## src/ndb_ram.sv

```systemverilog
// ----------------------------------------------------------------------------
// ndb_ram
// Generic single-port-write, single-port-read RAM with registered read data.
// ----------------------------------------------------------------------------
module ndb_ram #(
  parameter int WIDTH = 16,
  parameter int DEPTH = 256
) (
  input  logic                     clk,
  input  logic                     we,
  input  logic [$clog2(DEPTH)-1:0] waddr,
  input  logic [WIDTH-1:0]         wdata,
  input  logic                     re,
  input  logic [$clog2(DEPTH)-1:0] raddr,
  output logic [WIDTH-1:0]         rdata
);

  logic [WIDTH-1:0] mem [DEPTH];

  always_ff @(posedge clk) begin
    if (we) begin
      mem[waddr] <= wdata;
    end
    if (re) begin
      rdata <= mem[raddr];
    end
  end

endmodule

```

## config.mk

```make
export PLATFORM = sky130hd
export DESIGN_NAME = ndb_ram
export DESIGN_NICKNAME = d
export VERILOG_FILES = /design/src/ndb_ram.sv
export SDC_FILE = /design/constraint.sdc
export NUM_CORES = 2
export LEC_CHECK = 0
export BUFFER_PORTS_ARGS = -buffer_cell sky130_fd_sc_hd__buf_2
export CAP_MARGIN = 20
export CORE_MARGIN = 2
export CORE_UTILIZATION = 60
export DETAILED_ROUTE_END_ITERATION = 6
export PLACE_DENSITY = 0.76
export SLEW_MARGIN = 20
export SYNTH_ARGS = -nofsm -noshare
export SYNTH_HDL_FRONTEND = slang
export SYNTH_SLANG_ARGS = --single-unit
```

## constraint.sdc

```tcl
create_clock -name clk -period 3.6 [get_ports clk]
set_input_delay 0.72 -clock clk [delete_from_list [all_inputs] [get_ports clk]]
set_output_delay 0.72 -clock clk [all_outputs]
set_load 0.1 [all_outputs]
```

==> flow_summary.toml <==
[power_and_ir_drop]
power_density_nw_per_um2 = 550
leakage_nw = 58.5
ir_drop_mv = 0.536
power_frac_seq_pct = 53.0
total_power_mw = 99.7
combPwrFrac_pct = 5.5
p_sw_share_pct = 21.5
p_switching_mw = 21.4
p_clk_share_pct = 41.5
internal-power_mw = 78.2

[sta]
setup_violations = 0
rsz0062_at_grt = "no"
hold_viol_final = 0
layout_min_cycle_time_ps = 3200
timing.slew.headroom_pct = 20.5
fmax_ghz = 0.313
drv_slew = 0
worst_pin_slew_ps = 1190
clock_skew_ps = 84.9
whs_ps = 226
setup_ws_ps = 403
min_period_over_period_pct = 88.8

[routing]
drt-pass1-iter-count = 6
dr.first_iter.drc_count = 14800
wl_mm = 424
drc = 0
ant_nets = 0
viasPerCell = 6.97
wire_per_inst_um = 35.4
num_vias = 83500

[min_path]
hold_end = "mem[246][1]"
min_from = "wdata[1]"
holdPathStages = 1
hp-class = "in2reg"

[synthesis]
synth_nets = 7395
ys.flop_type = "edfxtp_1"
synth_async_sr_flop_share_pct = 0
synth_warnings = 0
avgSynthCellArea_um2 = 21.6
synth_cell_types = 51
synth_edf_count = 4112
ys_seq_area_share_pct = 77.7
synth-seq-cells = 4112
syn_area_um2 = 159000
syn_inst = 7360

[grt]
gr-total-overflow = 0
antenna_found_initial = 26
grt_max_degree = 120
grt_pass1_wl_mm = 604
track_usage_pct = 31.4
grt_pass1_vias = 82800

[placement]
place_hpwl_mm = 249
io_buffer_count = 50
gp_congestion = 0.925
preCtsSetupSlack_ps = -204

[critical_path]
path_class = "in2reg"
rr_endpoint = "rdata[8]"
worstPathArrival_ps = 3920
crit_fanout = 42
worstSetupEndpointType = "flop"
critPathRequiredTime_ps = 4320
r2r_setup_slack_ps = 620
worstReg2RegStart = "mem[63][8]"
ff2ff_path_depth = 6
crit_path_start_kind = "input port"

[layout]
synthToLayoutAreaGrowth_pct = 14.1
drive_above_1_share_pct = 27.1
fin_nets = 8162
layout_commonest_cell = "edfxtp_1"
utilization_pct = 68.9
final_cell_mix = "edfxtp_1 (4112), mux4_2 (797), buf_4 (651), mux2i_1 (565), clkbuf_16 (400)"

[cts]
insertion_delay_ps = 950
postCtsHoldBufs = 0
cts.path.max_buffers = 4
cts_num_sinks = 4112
cts_root_buf = "clkbuf_16"
cts_tree = "built"
numCtsBuffers = 396
htree_levels = 5
path_clk_slew_ps = 60
post_cts_resized = 0
postCtsSetupBuffers = 0

[die]
start_util_pct = 60.4
fp.dieW_um = 519
dieArea_um2 = 269000
die_y_um = 519
core_area_um2 = 263000
io_pins = 51
rows = 188

[flow_run]
cap_violations = 0

[outcome]
status = "complete, no violations"
[power by group through the flow]
stage          Clock, mW  Combinational [mW]  Sequential (mW)
4_1_cts             41.5                5.38             52.8
3_5_place_dp           0                5.30             53.9
2_1_floorplan          0                2.60             54.0
6_report            41.3                5.47             52.9
3_3_place_gp           0                5.18             53.9
5_1_grt             43.3                5.63             52.8
[layer usage]
layer | wire length [um] | share of wire [%] | up-vias | GRT usage, %
met5 | 89 | 0.021 | - | 0
met4 | 20900 | 4.9 | 12 | 13.5
met3 | 55900 | 13 | 1101 | 7.57
met1 | 148000 | 35 | 43100 | 43.4
li1 | - | - | 32800 | -
met2 | 200000 | 47 | 6489 | 48.4
[Yosys cell counts (16+ instances only)]
cell type | instances | area, um^2
edfxtp_1 | 4112 | 123000
mux4_2 | 797 | 17900
mux2i_1 | 565 | 5660
nor2_1 | 304 | 1140
o221ai_1 | 252 | 2210
clkbuf_1 | 230 | 863
a21oi_1 | 175 | 876
o22ai_1 | 148 | 926
nor3_1 | 92 | 460
mux2_2 | 88 | 991
buf_6 | 77 | 867
buf_2 | 76 | 380
a22oi_1 | 43 | 323
nand2_1 | 38 | 143
o21ai_0 | 37 | 185
nand3_1 | 35 | 175
a22o_1 | 32 | 280
a221oi_1 | 28 | 245
buf_1 | 27 | 101
buf_4 | 26 | 195
nand4_1 | 26 | 163
o32ai_1 | 20 | 175
a211oi_1 | 18 | 135
nor4_1 | 17 | 106
o31ai_1 | 16 | 120
[per-stage QoR]
stage                     setup TNS [ps]  area, um^2  cells
after detailed placement           -1120      168000  11200
after floorplan                        0      159000   7360
after CTS                              0      181000  12000
after global placement              -988      168000  11200
final                                  0      181000  12000
after global routing                   0      181000  12000
[critical path, stage by stage]
cell and delay [ps]:
buf_12 190, buf_12 220, buf_12 320, mux2i_1 130
o221ai_1 470, o22ai_1 200, nor3_1 810, o32ai_1 220
buf_4 230, nor4_1 320
[how the worst max path moves through the flow]
stage	from	to	cells after the start
3_3_place_gp	raddr[0]	rdata[11]	10
2_1_floorplan	raddr[0]	rdata[4]	8
5_1_grt	raddr[0]	rdata[3]	10
4_1_cts	raddr[0]	rdata[3]	10
3_5_place_dp	raddr[0]	rdata[8]	8
6_report	raddr[0]	rdata[3]	10
[kinds of logic after synthesis]
logic type,after synthesis,synth area share (%)
simple gates,556,1.57
buf+inv,456,1.69
compound gates,786,3.53
flops,4112,77.7
mux,1450,15.5
[layout make-up]
class                           instances  area (um^2)
Clock buffer                          478        10300
Antenna cell                           19         47.5
Timing Repair Buffer                  821         7740
Inverter                                4         27.5
Tap cell                             3515         4400
Clock inverter                        242         2500
Fill cell                           15300        81700
Sequential cell                      4112       123000
Multi-Input combinational cell       2792        32800
[flip-flops by register name (all words and copies together), names as in the netlist]
signal,cells
mem,4096
rdata,16
Note: power is estimated with default switching activity, not from simulation.
